## src/sv/coprocessor_regs_with_strided_dma_macros.svh

```systemverilog
// ----------------------------------------------------------------------------
// Assertion macros for the coprocessor register block
// Shared property shapes, sampled on clk and disabled while rst_n is low.
// ----------------------------------------------------------------------------
`ifndef COPROCESSOR_REGS_WITH_STRIDED_DMA_MACROS_SVH
`define COPROCESSOR_REGS_WITH_STRIDED_DMA_MACROS_SVH

// Condition holds at every edge out of reset.
`define CRSD_ASSERT_HOLDS(label, cond, msg) \
  label: assert property (@(posedge clk) disable iff (!rst_n) (cond)) else $error(msg);

// Antecedent implies consequent in the same cycle.
`define CRSD_ASSERT_IMPLIES(label, ante, cons, msg) \
  label: assert property (@(posedge clk) disable iff (!rst_n) (ante) |-> (cons)) \
    else $error(msg);

// Antecedent implies consequent in the following cycle.
`define CRSD_ASSERT_NEXT(label, ante, cons, msg) \
  label: assert property (@(posedge clk) disable iff (!rst_n) (ante) |=> (cons)) \
    else $error(msg);

`endif

```

## src/sv/crsd_pkg.sv

```systemverilog
// ----------------------------------------------------------------------------
// crsd_pkg
// Types, register map and result codes of the coprocessor register block.
// ----------------------------------------------------------------------------
`default_nettype none

package crsd_pkg;

  // Bus operations
  localparam logic [1:0] OP_READ  = 2'd0;
  localparam logic [1:0] OP_WRITE = 2'd1;
  localparam logic [1:0] OP_TICK  = 2'd2;
  localparam logic [1:0] OP_NONE  = 2'd3;

  localparam logic [3:0] WORD_BYTES = 4'd4;

  // Result kinds
  localparam logic [2:0] KIND_DONE      = 3'd0;
  localparam logic [2:0] KIND_BAD_SIZE  = 3'd1;
  localparam logic [2:0] KIND_UNKNOWN   = 3'd2;
  localparam logic [2:0] KIND_SET_INTR  = 3'd3;
  localparam logic [2:0] KIND_LINE      = 3'd4;
  localparam logic [2:0] KIND_ABORT     = 3'd5;
  localparam logic [2:0] KIND_IDLE_TICK = 3'd6;

  // Register map
  localparam logic [31:0] ADDR_MEM    = 32'h0404_0000;
  localparam logic [31:0] ADDR_DRAM   = 32'h0404_0004;
  localparam logic [31:0] ADDR_RLEN   = 32'h0404_0008;
  localparam logic [31:0] ADDR_WLEN   = 32'h0404_000c;
  localparam logic [31:0] ADDR_STATUS = 32'h0404_0010;
  localparam logic [31:0] ADDR_FULL   = 32'h0404_0014;
  localparam logic [31:0] ADDR_BUSY   = 32'h0404_0018;
  localparam logic [31:0] ADDR_SEMA   = 32'h0404_001c;
  localparam logic [31:0] ADDR_PC     = 32'h0408_0000;
  localparam logic [31:0] ADDR_BIST   = 32'h0408_0004;

  // Memory sizes for the DMA range check
  localparam logic [25:0] DRAM_BYTES      = 26'd4194304;
  localparam logic [13:0] LOCAL_MEM_BYTES = 14'd4096;

  localparam int unsigned QUEUE_DEPTH_DEF = 2;

  typedef enum logic [3:0] {
    REG_MEM, REG_DRAM, REG_RLEN, REG_WLEN, REG_STATUS,
    REG_FULL, REG_BUSY, REG_SEMA, REG_PC, REG_BIST
  } reg_sel_t;

  typedef enum logic [2:0] {
    CMD_READ, CMD_WRITE, CMD_TICK, CMD_IDLE, CMD_BAD_SIZE, CMD_UNKNOWN
  } cmd_kind_t;

  typedef struct packed {
    logic [1:0]  opcode;
    logic [3:0]  access_bytes;
    logic [31:0] address;
    logic [31:0] write_data;
  } in_t;

  typedef struct packed {
    logic [2:0]  result_kind;
    logic [31:0] read_data;
    logic        clear_interrupt;
    logic        pc_jump;
    logic [23:0] line_dram_address;
    logic [11:0] line_mem_address;
    logic        line_imem;
    logic [12:0] line_length;
    logic        line_to_dram;
  } out_t;

  // Classified transaction handed from front to back
  typedef struct packed {
    cmd_kind_t   kind;
    reg_sel_t    sel;
    logic [31:0] data;
  } cmd_t;

endpackage

`default_nettype wire

```

## src/sv/crsd_front.sv

```systemverilog
// ----------------------------------------------------------------------------
// crsd_front
// Accepts bus transactions and classifies them into back-end commands.
// ----------------------------------------------------------------------------
`default_nettype none

module crsd_front
  import crsd_pkg::*;
(
  input  wire logic in_valid,
  output logic      in_ready,
  input  wire in_t  in_data,
  input  wire logic q_full,
  output logic      q_push,
  output cmd_t      q_cmd
);

  logic     hit;
  reg_sel_t sel;

  always_comb begin
    hit = 1'b1;
    sel = REG_MEM;
    case (in_data.address)
      ADDR_MEM:    sel = REG_MEM;
      ADDR_DRAM:   sel = REG_DRAM;
      ADDR_RLEN:   sel = REG_RLEN;
      ADDR_WLEN:   sel = REG_WLEN;
      ADDR_STATUS: sel = REG_STATUS;
      ADDR_FULL:   sel = REG_FULL;
      ADDR_BUSY:   sel = REG_BUSY;
      ADDR_SEMA:   sel = REG_SEMA;
      ADDR_PC:     sel = REG_PC;
      ADDR_BIST:   sel = REG_BIST;
      default:     hit = 1'b0;
    endcase
  end

  // Ticks and idle ops ahead of size check, size check ahead of address decode
  always_comb begin
    q_cmd.sel  = sel;
    q_cmd.data = in_data.write_data;
    if (in_data.opcode == OP_TICK) begin
      q_cmd.kind = CMD_TICK;
    end else if (in_data.opcode == OP_NONE) begin
      q_cmd.kind = CMD_IDLE;
    end else if (in_data.access_bytes != WORD_BYTES) begin
      q_cmd.kind = CMD_BAD_SIZE;
    end else if (!hit) begin
      q_cmd.kind = CMD_UNKNOWN;
    end else if (in_data.opcode == OP_READ) begin
      q_cmd.kind = CMD_READ;
    end else begin
      q_cmd.kind = CMD_WRITE;
    end
  end

  assign in_ready = !q_full;
  assign q_push   = in_valid && !q_full;

endmodule

`default_nettype wire

```

## src/sv/crsd_queue.sv

```systemverilog
// ----------------------------------------------------------------------------
// crsd_queue
// Short command FIFO decoupling the front classifier from the back end.
// ----------------------------------------------------------------------------
`default_nettype none
`include "coprocessor_regs_with_strided_dma_macros.svh"

module crsd_queue
  import crsd_pkg::*;
#(
  parameter int unsigned DEPTH = QUEUE_DEPTH_DEF
) (
  input  wire logic clk,
  input  wire logic rst_n,
  input  wire logic push,
  input  wire cmd_t push_cmd,
  output logic      full,
  input  wire logic pop,
  output cmd_t      pop_cmd,
  output logic      not_empty
);

  localparam int unsigned PTR_W = (DEPTH > 1) ? $clog2(DEPTH) : 1;
  localparam int unsigned CNT_W = $clog2(DEPTH + 1);

  cmd_t             store_r [DEPTH];
  logic [PTR_W-1:0] wr_ptr_r, wr_ptr_nxt;
  logic [PTR_W-1:0] rd_ptr_r, rd_ptr_nxt;
  logic [CNT_W-1:0] count_r,  count_nxt;

  function automatic logic [PTR_W-1:0] ptr_inc(input logic [PTR_W-1:0] p);
    ptr_inc = (p == PTR_W'(DEPTH - 1)) ? '0 : p + PTR_W'(1);
  endfunction

  always_comb begin
    wr_ptr_nxt = push ? ptr_inc(wr_ptr_r) : wr_ptr_r;
    rd_ptr_nxt = pop  ? ptr_inc(rd_ptr_r) : rd_ptr_r;
    count_nxt  = count_r;
    if (push && !pop) begin
      count_nxt = count_r + CNT_W'(1);
    end else if (pop && !push) begin
      count_nxt = count_r - CNT_W'(1);
    end
  end

  always_ff @(posedge clk) begin
    if (!rst_n) begin
      wr_ptr_r <= '0;
      rd_ptr_r <= '0;
      count_r  <= '0;
    end else begin
      wr_ptr_r <= wr_ptr_nxt;
      rd_ptr_r <= rd_ptr_nxt;
      count_r  <= count_nxt;
    end
  end

  always_ff @(posedge clk) begin
    if (push) begin
      store_r[wr_ptr_r] <= push_cmd;
    end
  end

  assign pop_cmd   = store_r[rd_ptr_r];
  assign full      = (count_r == CNT_W'(DEPTH));
  assign not_empty = (count_r != '0);

  `CRSD_ASSERT_HOLDS(a_cnt_bound, count_r <= CNT_W'(DEPTH), "queue count above depth")
  `CRSD_ASSERT_IMPLIES(a_pop_nonempty, pop, count_r != '0, "pop from empty queue")
  `CRSD_ASSERT_NEXT(a_cnt_inc, push && !pop, count_r == $past(count_r) + CNT_W'(1), "count did not rise")

endmodule

`default_nettype wire

```

## src/sv/crsd_back.sv

```systemverilog
// ----------------------------------------------------------------------------
// crsd_back
// Register file, status logic and strided DMA sequencer with result register.
// ----------------------------------------------------------------------------
`default_nettype none
`include "coprocessor_regs_with_strided_dma_macros.svh"

module crsd_back
  import crsd_pkg::*;
(
  input  wire logic clk,
  input  wire logic rst_n,
  input  wire logic q_valid,
  input  wire cmd_t q_cmd,
  output logic      q_pop,
  output logic      out_valid,
  input  wire logic out_ready,
  output out_t      out_data
);

  logic [12:0] mem_addr_r,  mem_addr_nxt;
  logic [23:0] dram_addr_r, dram_addr_nxt;
  logic [31:0] rlen_r,      rlen_nxt;
  logic [31:0] wlen_r,      wlen_nxt;
  logic [11:0] status_r,    status_nxt;
  logic        sema_r,      sema_nxt;
  logic [11:0] pc_r,        pc_nxt;
  logic [31:0] bist_r,      bist_nxt;
  logic        dma_active_r, dma_active_nxt;
  logic [8:0]  lines_left_r, lines_left_nxt;
  logic [24:0] dram_cur_r,   dram_cur_nxt;
  logic [12:0] mem_cur_r,    mem_cur_nxt;
  logic [12:0] line_bytes_r, line_bytes_nxt;
  logic [11:0] skip_r,       skip_nxt;
  logic        dir_r,        dir_nxt;
  logic        bank_r,       bank_nxt;
  logic        out_valid_r,  out_valid_nxt;
  out_t        out_r,        out_nxt;

  logic [25:0] dram_end;
  logic [13:0] mem_end;
  logic        arm;
  logic        arm_dir;

  // Clear bits first, then set bits, so set wins
  function automatic logic [11:0] status_upd(input logic [11:0] f, input logic [31:0] v);
    logic [11:0] r;
    r = f;
    if (v[0]) r[0] = 1'b0;
    if (v[1]) r[0] = 1'b1;
    if (v[2]) r[1] = 1'b0;
    if (v[5]) r[2] = 1'b0;
    if (v[6]) r[2] = 1'b1;
    if (v[7]) r[3] = 1'b0;
    if (v[8]) r[3] = 1'b1;
    for (int k = 0; k < 8; k++) begin
      if (v[9 + 2 * k])  r[4 + k] = 1'b0;
      if (v[10 + 2 * k]) r[4 + k] = 1'b1;
    end
    return r;
  endfunction

  assign dram_end = {1'b0, dram_cur_r} + 26'(line_bytes_r);
  assign mem_end  = {1'b0, mem_cur_r} + 14'(line_bytes_r);

  always_comb begin
    mem_addr_nxt   = mem_addr_r;
    dram_addr_nxt  = dram_addr_r;
    rlen_nxt       = rlen_r;
    wlen_nxt       = wlen_r;
    status_nxt     = status_r;
    sema_nxt       = sema_r;
    pc_nxt         = pc_r;
    bist_nxt       = bist_r;
    dma_active_nxt = dma_active_r;
    lines_left_nxt = lines_left_r;
    dram_cur_nxt   = dram_cur_r;
    mem_cur_nxt    = mem_cur_r;
    line_bytes_nxt = line_bytes_r;
    skip_nxt       = skip_r;
    dir_nxt        = dir_r;
    bank_nxt       = bank_r;
    arm            = 1'b0;
    arm_dir        = 1'b0;
    out_nxt        = out_r;
    q_pop          = q_valid && (!out_valid_r || out_ready);
    out_valid_nxt  = q_pop || (out_valid_r && !out_ready);

    if (q_pop) begin
      out_nxt = '0;
      case (q_cmd.kind)
        CMD_TICK: begin
          if (!dma_active_r) begin
            out_nxt.result_kind = KIND_IDLE_TICK;
          end else if (dram_end > DRAM_BYTES || mem_end > LOCAL_MEM_BYTES) begin
            out_nxt.result_kind = KIND_ABORT;
            dma_active_nxt      = 1'b0;
            lines_left_nxt      = '0;
          end else begin
            out_nxt.result_kind       = KIND_LINE;
            out_nxt.line_dram_address = dram_cur_r[23:0];
            out_nxt.line_mem_address  = mem_cur_r[11:0];
            out_nxt.line_imem         = bank_r;
            out_nxt.line_length       = line_bytes_r;
            out_nxt.line_to_dram      = dir_r;
            dram_cur_nxt   = dram_cur_r + 25'(line_bytes_r) + 25'(skip_r);
            mem_cur_nxt    = mem_cur_r + line_bytes_r;
            lines_left_nxt = lines_left_r - 9'd1;
            if (lines_left_r == 9'd1) begin
              dma_active_nxt = 1'b0;
            end
          end
        end
        CMD_IDLE:     out_nxt.result_kind = KIND_IDLE_TICK;
        CMD_BAD_SIZE: out_nxt.result_kind = KIND_BAD_SIZE;
        CMD_UNKNOWN:  out_nxt.result_kind = KIND_UNKNOWN;
        CMD_READ: begin
          out_nxt.result_kind = KIND_DONE;
          case (q_cmd.sel)
            REG_MEM:    out_nxt.read_data = 32'(mem_addr_r);
            REG_DRAM:   out_nxt.read_data = 32'(dram_addr_r);
            REG_RLEN:   out_nxt.read_data = rlen_r;
            REG_WLEN:   out_nxt.read_data = wlen_r;
            REG_STATUS: out_nxt.read_data = {17'd0, status_r[11:4], status_r[3],
                                             status_r[2], 3'd0, status_r[1:0]};
            REG_SEMA: begin
              out_nxt.read_data = 32'(sema_r);
              sema_nxt          = 1'b1;
            end
            REG_PC:     out_nxt.read_data = 32'(pc_r);
            REG_BIST:   out_nxt.read_data = bist_r;
            default:    out_nxt.read_data = '0;
          endcase
        end
        CMD_WRITE: begin
          out_nxt.result_kind = KIND_DONE;
          case (q_cmd.sel)
            REG_MEM:  mem_addr_nxt  = q_cmd.data[12:0];
            REG_DRAM: dram_addr_nxt = q_cmd.data[23:0];
            REG_RLEN: begin
              rlen_nxt = q_cmd.data;
              arm      = 1'b1;
              arm_dir  = 1'b0;
            end
            REG_WLEN: begin
              wlen_nxt = q_cmd.data;
              arm      = 1'b1;
              arm_dir  = 1'b1;
            end
            REG_STATUS: begin
              status_nxt              = status_upd(status_r, q_cmd.data);
              out_nxt.clear_interrupt = q_cmd.data[3];
              if (q_cmd.data[4]) begin
                out_nxt.result_kind = KIND_SET_INTR;
              end
            end
            REG_SEMA: sema_nxt = 1'b0;
            REG_PC: begin
              pc_nxt          = q_cmd.data[11:0];
              out_nxt.pc_jump = 1'b1;
            end
            REG_BIST: bist_nxt = q_cmd.data;
            default: ;
          endcase
        end
        default: out_nxt.result_kind = KIND_IDLE_TICK;
      endcase
    end

    // Arm a DMA from the length word and the current address registers
    if (arm) begin
      line_bytes_nxt = {1'b0, q_cmd.data[11:3], 3'b111} + 13'd1;
      lines_left_nxt = {1'b0, q_cmd.data[19:12]} + 9'd1;
      skip_nxt       = q_cmd.data[31:20];
      dram_cur_nxt   = {1'b0, dram_addr_r};
      mem_cur_nxt    = {1'b0, mem_addr_r[11:0]};
      bank_nxt       = mem_addr_r[12];
      dir_nxt        = arm_dir;
      dma_active_nxt = 1'b1;
    end
  end

  always_ff @(posedge clk) begin
    if (!rst_n) begin
      mem_addr_r   <= '0;
      dram_addr_r  <= '0;
      rlen_r       <= '0;
      wlen_r       <= '0;
      status_r     <= '0;
      sema_r       <= 1'b0;
      pc_r         <= '0;
      bist_r       <= '0;
      dma_active_r <= 1'b0;
      lines_left_r <= '0;
      dram_cur_r   <= '0;
      mem_cur_r    <= '0;
      line_bytes_r <= '0;
      skip_r       <= '0;
      dir_r        <= 1'b0;
      bank_r       <= 1'b0;
      out_valid_r  <= 1'b0;
    end else begin
      mem_addr_r   <= mem_addr_nxt;
      dram_addr_r  <= dram_addr_nxt;
      rlen_r       <= rlen_nxt;
      wlen_r       <= wlen_nxt;
      status_r     <= status_nxt;
      sema_r       <= sema_nxt;
      pc_r         <= pc_nxt;
      bist_r       <= bist_nxt;
      dma_active_r <= dma_active_nxt;
      lines_left_r <= lines_left_nxt;
      dram_cur_r   <= dram_cur_nxt;
      mem_cur_r    <= mem_cur_nxt;
      line_bytes_r <= line_bytes_nxt;
      skip_r       <= skip_nxt;
      dir_r        <= dir_nxt;
      bank_r       <= bank_nxt;
      out_valid_r  <= out_valid_nxt;
    end
  end

  always_ff @(posedge clk) begin
    out_r <= out_nxt;
  end

  assign out_valid = out_valid_r;
  assign out_data  = out_r;

  `CRSD_ASSERT_HOLDS(a_active_lines, dma_active_r == (lines_left_r != '0), "DMA flag and line count disagree")
  `CRSD_ASSERT_IMPLIES(a_line_len, out_valid_r && out_r.result_kind == KIND_LINE, out_r.line_length[2:0] == 3'b000 && out_r.line_length != '0, "bad DMA line length")
  `CRSD_ASSERT_IMPLIES(a_jump_done, out_valid_r && out_r.pc_jump, out_r.result_kind == KIND_DONE, "PC jump on a failed write")

endmodule

`default_nettype wire

```

## src/sv/coprocessor_regs_with_strided_dma.sv

```systemverilog
// ----------------------------------------------------------------------------
// coprocessor_regs_with_strided_dma
// Bus register block of a signal coprocessor with a strided line DMA engine.
// ----------------------------------------------------------------------------
// Each input transaction is a 32-bit register read, a register write, a DMA
// tick or a no-op, and each one yields exactly one result transaction, in
// order. The front end decodes the opcode, access size and address into a
// command and drops it into a short FIFO (QUEUE_DEPTH entries); while the
// result register is free or being taken, the back end pops one command per
// cycle, updates the registers and DMA cursors and loads the result register.
// Sustained rate is one transaction per clock while out_ready stays high. The
// edge that accepts an input transaction writes it into the FIFO; the back
// end then pops it and loads the result register, which raises out_valid.
// When out_ready is held low the result register holds, the FIFO fills and
// in_ready drops once QUEUE_DEPTH commands are waiting. A write to either
// length register arms a DMA of count+1 lines of (length|7)+1 bytes; each tick
// then hands out one line descriptor, or ends the DMA with a range abort when
// the line would pass the end of DRAM (checked first) or of local memory.
// ----------------------------------------------------------------------------
`default_nettype none

module coprocessor_regs_with_strided_dma
  import crsd_pkg::*;
#(
  parameter int unsigned QUEUE_DEPTH = QUEUE_DEPTH_DEF
) (
  input  wire logic clk,
  input  wire logic rst_n,
  // input transactions
  input  wire logic in_valid,
  output logic      in_ready,
  input  wire in_t  in_data,
  // result transactions
  output logic      out_valid,
  input  wire logic out_ready,
  output out_t      out_data
);

  // Front to FIFO
  logic q_push;
  logic q_full;
  cmd_t q_cmd_in;

  // FIFO to back end
  logic q_pop;
  logic q_valid;
  cmd_t q_cmd_out;

  // Classify: tick, idle, bad size, unknown register, read or write
  crsd_front u_front (
    .in_valid (in_valid),
    .in_ready (in_ready),
    .in_data  (in_data),
    .q_full   (q_full),
    .q_push   (q_push),
    .q_cmd    (q_cmd_in)
  );

  // Hold classified commands so either side can stall on its own
  crsd_queue #(
    .DEPTH (QUEUE_DEPTH)
  ) u_queue (
    .clk       (clk),
    .rst_n     (rst_n),
    .push      (q_push),
    .push_cmd  (q_cmd_in),
    .full      (q_full),
    .pop       (q_pop),
    .pop_cmd   (q_cmd_out),
    .not_empty (q_valid)
  );

  // Execute: registers, status, semaphore, DMA sequencing, result register
  crsd_back u_back (
    .clk       (clk),
    .rst_n     (rst_n),
    .q_valid   (q_valid),
    .q_cmd     (q_cmd_out),
    .q_pop     (q_pop),
    .out_valid (out_valid),
    .out_ready (out_ready),
    .out_data  (out_data)
  );

endmodule

`default_nettype wire

```

## config.mk

```make
export PLATFORM = sky130hd
export DESIGN_NAME = coprocessor_regs_with_strided_dma
export DESIGN_NICKNAME = d
export VERILOG_FILES = /design/src/sv/crsd_pkg.sv /design/src/sv/crsd_front.sv /design/src/sv/crsd_queue.sv /design/src/sv/crsd_back.sv /design/src/sv/coprocessor_regs_with_strided_dma.sv
export VERILOG_INCLUDE_DIRS = /design/src /design/src/sv
export SDC_FILE = /design/constraint.sdc
export NUM_CORES = 1
export LEC_CHECK = 0
export ABC_AREA = 1
export BUFFER_PORTS_ARGS = -buffer_cell sky130_fd_sc_hd__buf_2
export CAP_MARGIN = 15
export CORE_MARGIN = 4
export CORE_UTILIZATION = 31
export CTS_CLUSTER_DIAMETER = 150
export DETAILED_ROUTE_END_ITERATION = 10
export HOLD_SLACK_MARGIN = 0.03
export MAX_ROUTING_LAYER = met4
export PLACE_DENSITY = 0.49
export REMOVE_ABC_BUFFERS = 1
export SLEW_MARGIN = 0
export SYNTH_ARGS = -nofsm -noshare
export SYNTH_HDL_FRONTEND = slang
export SYNTH_SLANG_ARGS = --single-unit
```

## constraint.sdc

```tcl
create_clock -name clk -period 10.6 [get_ports clk]
set_clock_uncertainty 0.1 [all_clocks]
set_input_delay 0 -clock clk [delete_from_list [all_inputs] [get_ports clk]]
set_output_delay 0 -clock clk [all_outputs]
set_load 0.005 [all_outputs]
```

# Word-level counts from Yosys, hierarchy flattened
# Memory sizes are Yosys's and may differ from the RTL's. A register that Yosys moved wholly into a read port is not among the register bits.
# Index checks and enable logic that the tools add are counted.
dict set report word_totals {
  ff_bits 325
  ram_bits 78
  inputBits 74
  output_inout_bits 90
  word_cells 223
  mem_count 1
}
dict set report op_classes {
  n_addsub 12
  magnitude_cmp 2
  eq_ne 29
  mux 74
  bitwise_logic 4
  reduce_logical 60
}
# memory words width read_ports rd_clocked_by_memory_dff wr line_no
set mem_list {}
lappend mem_list {u_queue.store_r 2 39 1 1 1 crsd_queue.sv:26} ;# cmd_t store_r [DEPTH];
# cell n
set ops {}
lappend ops {{$eq 32x27->1 const B} 10}
lappend ops {{$pmux 32 s8} 1}
lappend ops {{$mux 24} 5}
lappend ops {{$mux 12} 5}
lappend ops {{$reduce_and 4->1} 14}
lappend ops {{$mux 1} 46}
lappend ops {{$mux 9} 5}
lappend ops {{$pmux 4 s9} 1}
lappend ops {{$reduce_bool 2->1} 17}
lappend ops {{$add 25x13->26} 1}
lappend ops {{$gt 26x23->1 const B} 1}
lappend ops {{$add 25x12->25} 1}
lappend ops {{$add 25x13->25} 1}
lappend ops {{$reduce_and 3->1} 7}
lappend ops {{$mux 3} 5}
lappend ops {{$pmux 3 s5} 1}
lappend ops {{$add 13x13->14} 1}
lappend ops {{$gt 14x13->1 const B} 1}
lappend ops {{$add 12x1->13 const B} 1}
lappend ops {{$add 13x13->13} 1}
lappend ops {{$reduce_or 10->1} 1}
lappend ops {{$add 8x1->9 const B} 1}
lappend ops {{$eq 9x1->1 const B} 1}
lappend ops {{$sub 9x1->9 const B} 1}
lappend ops {{other kinds (26)} 52}

# Depth between registers and ports, before layout
# Gate-level depths: netlist of run 1.
dict set report logic_depth {
  word_depth 8
  mapped_depth 21
  depth_no_buf 19
}

# By module
# A second synthesis of run 1 with hierarchy kept.
dict set report unflattened {
  hier_cells 2161
  hier_area_um2 18989.5
}
# module instances cells_each area_each_um2 seq_area_each_um2
set modules_own_cells {}
lappend modules_own_cells {crsd_back 1 1873 15225.9 7156.9}
lappend modules_own_cells {crsd_queue 1 156 3088.0 2442.3}
lappend modules_own_cells {crsd_front 1 132 675.6 0.0}

# Worst setup path before layout of run 1
# OpenSTA, ideal clock, no wires.
dict set report synth_timing {
  kind {register -> register}
  startpoint {register u_back.out_valid_r (netlist: u_back.out_valid)}
  endpoint {register u_back.dram_cur_r[11]}
  setup_ns 0.115
  arrival_ns 3.207
  required_ns 10.385
  path_slack_ns 7.178
  stages_incl_launch_ff 11
  n_path_buf 2
  period_less_slack_ns 3.422
  path_cell_list {dfxtp_1 > nand2_1 > o21ai_1 > inv_1 > nand2_1 > inv_1 > nand3_2 > buf_4 > buf_6 > a21oi_1 > nor2_1}
}
dict set report synth_between {
  elab_chain_cells 6
  elab_cells_between_ends 10
  cone_classes {eq/ne: 1; mux: 2; reduce/logical: 7}
}
# item line_no
set synth_rtl {}
lappend synth_rtl {{start, declared} crsd_back.sv:37} ;# logic out_valid_r, out_valid_nxt;
lappend synth_rtl {{start signal, assigned} crsd_back.sv:219} ;# out_valid_r <= out_valid_nxt;
lappend synth_rtl {{$logic_not 1->1 (*)} crsd_back.sv:86} ;# q_pop = q_valid && (!out_valid_r || out_ready);
lappend synth_rtl {{$logic_or 1x1->1 (*)} crsd_back.sv:86}
lappend synth_rtl {{$logic_and 1x1->1 (*)} crsd_back.sv:86}
lappend synth_rtl {{via q_pop} coprocessor_regs_with_strided_dma.sv:45} ;# logic q_pop;
lappend synth_rtl {{$mux 1} crsd_back.sv:89} ;# if (q_pop) begin
lappend synth_rtl {{$ne 2x1->1 (no line) or $reduce_bool 2->1 (tied branches)} --}
lappend synth_rtl {{$reduce_and 4->1 (no line)} --}
lappend synth_rtl {{end signal, assigned} crsd_back.sv:213} ;# dram_cur_r <= dram_cur_nxt;
lappend synth_rtl {{end, declared} crsd_back.sv:31} ;# logic [24:0] dram_cur_r, dram_cur_nxt;
# Mark *: on every way through the listed nets, which the timed path passes. The rest lies on a longest branch.
# A chain may end at the register's enable or synchronous reset.

==> out/qor.yml, run 1 <==
fin_crit_ps: 4600
cts_setup_buffers: 0
ant_nets: 0
syn_area_um2: 18700
die_w_um: 254
post-route-period-util_pct: 43.4
yosys.area.top_type_share_pct: 26.1
critical_path_required_ps: 11010
grt-ovfl-total: 0
slowest_stage: "nor2_8"
cp-start-kind: "register"
syn_area_per_cell_um2: 8.57
crit_path_max_fanout: 77
cts_max_level: 2
first_global_vias: 15100
netlist_instances: 2184
ys_ff_latch: 398
dr.pass1.iters: 5
rows: 89
start_util_pct: 31.5
timing.critical_path.slowest_cell_delay_ps: 550
hp-class: "in2reg"
pwr_density_cell_nw_per_um2: 199
grt_pass1_wl_mm: 89.0
fmax_ghz: 0.217
core_area_um2: 59400
portBuffers: 160
crit_chain: "buf_4 > inv_2 > or2_1 > o21ai_0 > inv_1 > nor2_2 > nand2_2 > nor2_8 > nand2_2 > nand2_4 > inv_2 > buf_4 > nand2_1 > nor2_1 > nor2_1"
clk_pin_slew_ps: 60
slew_headroom_pct: 28.8
design.die.area_um2: 64400
syn_to_final_growth_pct: 19.8
vias_per_cell: 4.85
clkLatencyLatePin_ps: 590
pin_count: 164
gp_congestion: 0.836
whs_ps: 55.2
async_reset_ff_share_pct: 0
peakVddDrop_mv: 0.111
yosysSeqAreaShare_pct: 51.3
synth.distinct_cells: 51
cts_resized: 0
synth_edf_count: 163
place_ws_ps: 5940
tritoncts: "done"
dp_hpwl_mm: 40.1
worst_pin_slew_ps: 1060
drc: 0
synthTopCellsByCount: "nand2_1 (317), o21ai_0 (236), dfxtp_1 (235)"
yosys-top-cells-area: "edfxtp_1 (26%), dfxtp_1 (25%), nand2_1 (6.4%)"
cts_hold_buf: 80
wl_mm: 57.6
worstHoldStart: "in_data[2]"
antennaDiodeCount: 0
max_cap_viol_count: 0
yosysMostFrequentCell: "nand2_1"
fillers: 6083
cts.sinks: 398
cellLeakagePower_nw: 8.89
crit_arrival_ps: 5010
fin_setup_tns_ps: 0
worstSetupPathType: "reg2reg"
synth.largest_area_cell: "edfxtp_1"
drive_gt1_share_pct: 14.7
worstSetupEndpointType: "register"
hold_violations: 0
grt_max_degree: 92
synthFlopType: "dfxtp_1"
fin_util_pct: 37.8
grt_usage_pct: 18.1
cts_buffers: 45
first_iter_violations: 1070
cts_root_buf: "clkbuf_16"
cts_max_path_buffers: 3
antenna_found_initial: 0
yosys_warnings: 0
rsz0062_at_grt: "no"
fin_nets: 2517
post_drt_wl_per_cell_um: 18.0
drv_slew: 0
die_height_um: 254
r2r_slack_ps: 6000
setup_violations: 0
status: "finished, final reports clean"
num_vias: 15500
setup_ws_ps: 6000
## worst max-delay path, delay by kind of cell, from the launching register on
family	cells	cell delay, ps
AND/OR/NAND/NOR	9	2740
buffers and inverters	5	1210
flip-flops	1	300
AO/OA/AOI/OAI	1	100
## final cells by class
cell class / instances / area [µm²] / area share (%)
sequential: 398 / 9600 / 42.8
multi-input combinational: 1433 / 7720 / 34.5
timing repair buffer: 267 / 1820 / 8.11
clock buffer: 67 / 1270 / 5.66
tap: 773 / 967 / 4.31
inverter: 245 / 923 / 4.12
clock inverter: 16 / 118 / 0.525
## layout by cell type (no fill, tap or decap), types with 12 or more instances in the layout
cell type | Yosys | layout
buf_4 | 8 | 27
o22ai_1 | 23 | 23
inv_1 | 227 | 226
o21bai_1 | 12 | 12
nand2_1 | 317 | 316
a21oi_1 | 196 | 196
inv_2 | 14 | 15
nor3_1 | 17 | 17
o21ai_0 | 236 | 235
a31oi_1 | 14 | 14
dlygate4sd3_1 | 0 | 80
xor2_1 | 37 | 37
edfxtp_1 | 163 | 163
clkbuf_1 | 68 | 17
buf_2 | 24 | 159
a211oi_1 | 34 | 34
a221oi_1 | 19 | 19
nor2_2 | 35 | 35
dfxtp_1 | 235 | 235
or2_2 | 32 | 32
nand4_1 | 21 | 21
fa_1 | 12 | 12
nor2_1 | 230 | 228
clkbuf_16 | 0 | 46
ha_1 | 41 | 41
nand3_1 | 82 | 82
## power breakdown
group          switching [W]  internal, W  total, W
Sequential         0.0000656      0.00185   0.00192
Clock               0.000649     0.000834   0.00148
Combinational       0.000755     0.000301   0.00106
Total                0.00147      0.00299   0.00446
## per-stage QoR
step	cell area, µm²	instances	power [W]
2_1_floorplan	18200	2076	0.00247
3_3_place_gp	20200	3035	0.00299
3_5_place_dp	20200	3035	0.00300
4_1_cts	22400	3198	0.00452
5_1_grt	22400	3199	0.00469
6_report	22400	3199	0.00446
## sequential cells by signal, summed over array words and instances, names as in the netlist, 2 cells and up, named ones only
signal and cells:
u_back.out_data 85, u_queue.store_r 78, u_back.bist_r 32, u_back.rlen_r 32
u_back.wlen_r 32, u_back.dram_cur_r 25, u_back.dram_addr_r 24, u_back.mem_addr_r 13
u_back.mem_cur_r 13, u_back.pc_r 12, u_back.skip_r 12, u_back.status_r 11
u_back.line_bytes_r 10, u_back.lines_left_r 9, u_queue.count_r 2
## final timing paths
| check | end | depth (start not counted) |
|---|---|---|
| worst min-delay path | u_queue.store_r[0][2]$_DFFE_PP_ | 2 |
| worst max-delay path | u_back.mem_cur_r[8]$_SDFFE_PN0P_ | 15 |
| worst min register to register | u_back.bist_r[12]$_SDFFE_PN0P_ | 2 |
| worst max register to register | u_back.mem_cur_r[8]$_SDFFE_PN0P_ | 15 |
## metal layers
layer	GRT usage [%]	vias to the layer above	routed length, µm
met1	24.4	7217	26800
met4	4.31	0	1170
met3	2.32	96	2820
met5	-	-	0
li1	-	7798	-
met2	29.3	402	26800
## kinds of logic after synthesis
| family | count (synthesis) | share of synthesized area (%) |
|---|---|---|
| fa+ha+maj | 53 | 4.02 |
| buf+inv | 356 | 7.71 |
| compound gates | 570 | 17.1 |
| simple gates | 762 | 17.8 |
| other cells | 1 | 0.0200 |
| flops | 398 | 51.3 |
| xor+xnor | 44 | 2.06 |
No activity file was read; power rests on OpenSTA's default activity.
==> run 2: changes to the inputs <==
Settings changed: ABC_AREA 1 to 0, PLACE_DENSITY 0.49 to 0.51.
Clock period 10.6 ns to 4.2 ns, I/O delays scaled along.
==> out/qor.yml, run 2 <==
syn_area_per_cell_um2: 10.2
post_drt_wl_per_cell_um: 20.5
rows: 89
final_cell_mix: "dfxtp_1 (234), nor2_1 (233), a211oi_1 (187)"
peakVddDrop_mv: 0.271
fin_crit_ps: 3940
pwr-share-seq_pct: 44.0
synth_edf_count: 163
rsz0062_at_grt: "no"
fin_nets: 2157
crit_chain: "ha_1 > inv_1 > fa_1 > and2b_1 > o2111ai_2 > a21oi_2 > o21ai_0 > o32a_1 > nor4_2 > a21oi_2 > buf_12 > or4_1 > a311oi_1"
cts_buffers: 46
syn_area_um2: 18400
cp_common_cell: "a21oi_2"
whs_ps: 61.2
placed_area_um2: 20300
start_util_pct: 31.2
syn_to_final_growth_pct: 22.6
ys_ff_latch: 398
dp_hpwl_mm: 40.0
yosysSeqAreaShare_pct: 52.2
fin_setup_tns_ps: 0
netlist_instances: 1808
post-route-period-util_pct: 93.8
yosysMostFrequentCell: "nor2_1"
synth.distinct_cells: 91
largest_register_ffs: 85
clkLatencyLatePin_ps: 580
pwr_density_cell_nw_per_um2: 496
timing.critical_path.slowest_cell_delay_ps: 510
die_height_um: 252
grt_pass1_wl_mm: 88.9
final_area_um2: 22500
grt-ovfl-total: 0
worst_pin_slew_ps: 1160
status: "finished, final reports clean"
drv_slew: 0
swShare_pct: 30.6
wl_mm: 58.2
worstSetupPathType: "reg2reg"
fillers: 5793
p_clk_share_pct: 35.1
first_iter_violations: 1124
num_vias: 15000
grt_max_degree: 84
antenna_found_initial: 1
cp-start-kind: "register"
p_int_w: 0.00776
hold_violations: 0
crit_arrival_ps: 4320
tritoncts: "done"
max_cap_viol_count: 0
setup_violations: 0
crit_path_max_fanout: 33
first_global_vias: 14500
cp_num_buf_inv: 2
power_switching_w: 0.00342
synth.largest_area_cell: "edfxtp_1"
yosys.area.top_type_share_pct: 26.6
slowest_stage: "or4_1"
critical_path_required_ps: 4580
yosys_warnings: 0
drive_gt1_share_pct: 17.4
cts_root_buf: "clkbuf_16"
cts_max_level: 2
clk_pin_slew_ps: 60
yosys-top-cells-area: "edfxtp_1 (27%), dfxtp_1 (26%), a211oi_1 (7.6%)"
hp-class: "in2reg"
grt_usage_pct: 18.4
core_area_um2: 58900
cellLeakagePower_nw: 8.02
ant_nets: 0
fmax_ghz: 0.254
worstSetupEndpointType: "register"
dr.pass1.iters: 5
async_reset_ff_share_pct: 0
design.die.area_um2: 63300
synthTopCellsByCount: "nor2_1 (237), dfxtp_1 (235), a211oi_1 (187)"
mostFrequentLayoutCell: "dfxtp_1"
gp_congestion: 0.865
drc: 0
synthFlopType: "dfxtp_1"
vias_per_cell: 5.28
critPathTopFamily: "compound AO/OA/AOI/OAI gates"
cts_max_path_buffers: 3
pin_count: 164
combPwrFrac_pct: 20.9
portBuffers: 160
slew_headroom_pct: 22.7
cts.sinks: 398
die_w_um: 252
[run 2: cell count changes after synthesis, moves of 52 or more]
cell	previous run	this run
mux2i_1	0	52
a211oi_1	34	187
nand2_1	317	135
o21ai_0	236	60
nand3_1	82	17
a21oi_1	196	78
inv_1	227	31
[run 2: path summary, 6_finish.rpt]
| path | from | end | slack, ps | depth (start not counted) |
|---|---|---|---|---|
| setup / recovery | u_back.dram_cur_r[3]$_SDFFE_PN0P_ | u_back.dram_cur_r[15]$_SDFFE_PN0P_ | 260 | 13 |
| hold / removal | in_data[9] | u_queue.store_r[0][9]$_DFFE_PP_ | 60 | 2 |
| hold reg to reg | u_back.bank_r$_SDFFE_PN0P_ | u_back.bank_r$_SDFFE_PN0P_ | 360 | 2 |
| setup reg to reg | u_back.dram_cur_r[3]$_SDFFE_PN0P_ | u_back.dram_cur_r[15]$_SDFFE_PN0P_ | 260 | 13 |
[run 2: cell type report]
class,count,area [µm²],area share (%)
antenna,1,2.50,0.0111
inverter,32,128,0.566
tap,773,967,4.29
clock buffer,51,1170,5.19
sequential,398,9600,42.6
multi-input combinational,1246,8220,36.4
timing repair buffer,306,2170,9.61
clock inverter,35,297,1.32
[run 2: layer usage]
metal | wire (µm) | share of wire (%) | vias up | global-route usage [%]
met1 | 26500 | 45 | 7224 | 25.0
met2 | 26900 | 46 | 471 | 28.3
met3 | 3650 | 6.3 | 78 | 3.54
li1 | - | - | 7229 | -
met4 | 1230 | 2.1 | 0 | 4.55
met5 | 0 | 0 | - | -
[run 2: worst reg2reg max path, stage by stage, from the launching register on]
cell       delay (ps)
dfxtp_1           380
ha_1              230
inv_1              70
fa_1              400
and2b_1           260
o2111ai_2         200
a21oi_2           300
o21ai_0           120
o32a_1            360
nor4_2            340
a21oi_2           120
buf_12            190
or4_1             520
a311oi_1          260
[run 2: power by group through the flow]
| stage | registers (W) | logic, W | clock network [W] |
|---|---|---|---|
| 3_3_place_gp | 0.00499 | 0.00230 | 0 |
| 6_report | 0.00491 | 0.00234 | 0.00392 |
| 4_1_cts | 0.00493 | 0.00236 | 0.00403 |
| 3_5_place_dp | 0.00500 | 0.00231 | 0 |
| 5_1_grt | 0.00497 | 0.00255 | 0.00418 |
| 2_1_floorplan | 0.00505 | 0.00107 | 0 |
[run 2: what timing repair did]
action,in CTS,in global routing
gates resized for setup,0,3
buffers inserted,0,2
endpoints found under the hold margin,101,0
setup endpoints to repair,0,46
hold buffers,73,0
[run 2: cells by family after synthesis]
family          count (synthesis)  synth area share [%]
simple gates                  568                  14.4
compound gates                531                  20.9
flops                         398                  52.2
buf+inv                       167                  3.71
mux                            55                  3.01
fa+ha+maj                      53                  4.10
xor+xnor                       35                  1.67
other cells                     1                0.0204
[run 2: per-stage QoR]
| stage | instances | total power (W) | utilization, % | setup WS [ps] |
|---|---|---|---|---|
| CTS | 2839 | 0.0113 | 38.2 | 164 |
| global placement | 2680 | 0.00729 | 34.5 | 264 |
| finish | 2842 | 0.0112 | 38.3 | 261 |
| floorplan | 1676 | 0.00612 | - | -3900 |
| global route | 2842 | 0.0117 | 38.3 | 25.6 |
| detailed placement | 2680 | 0.00731 | 34.5 | 188 |
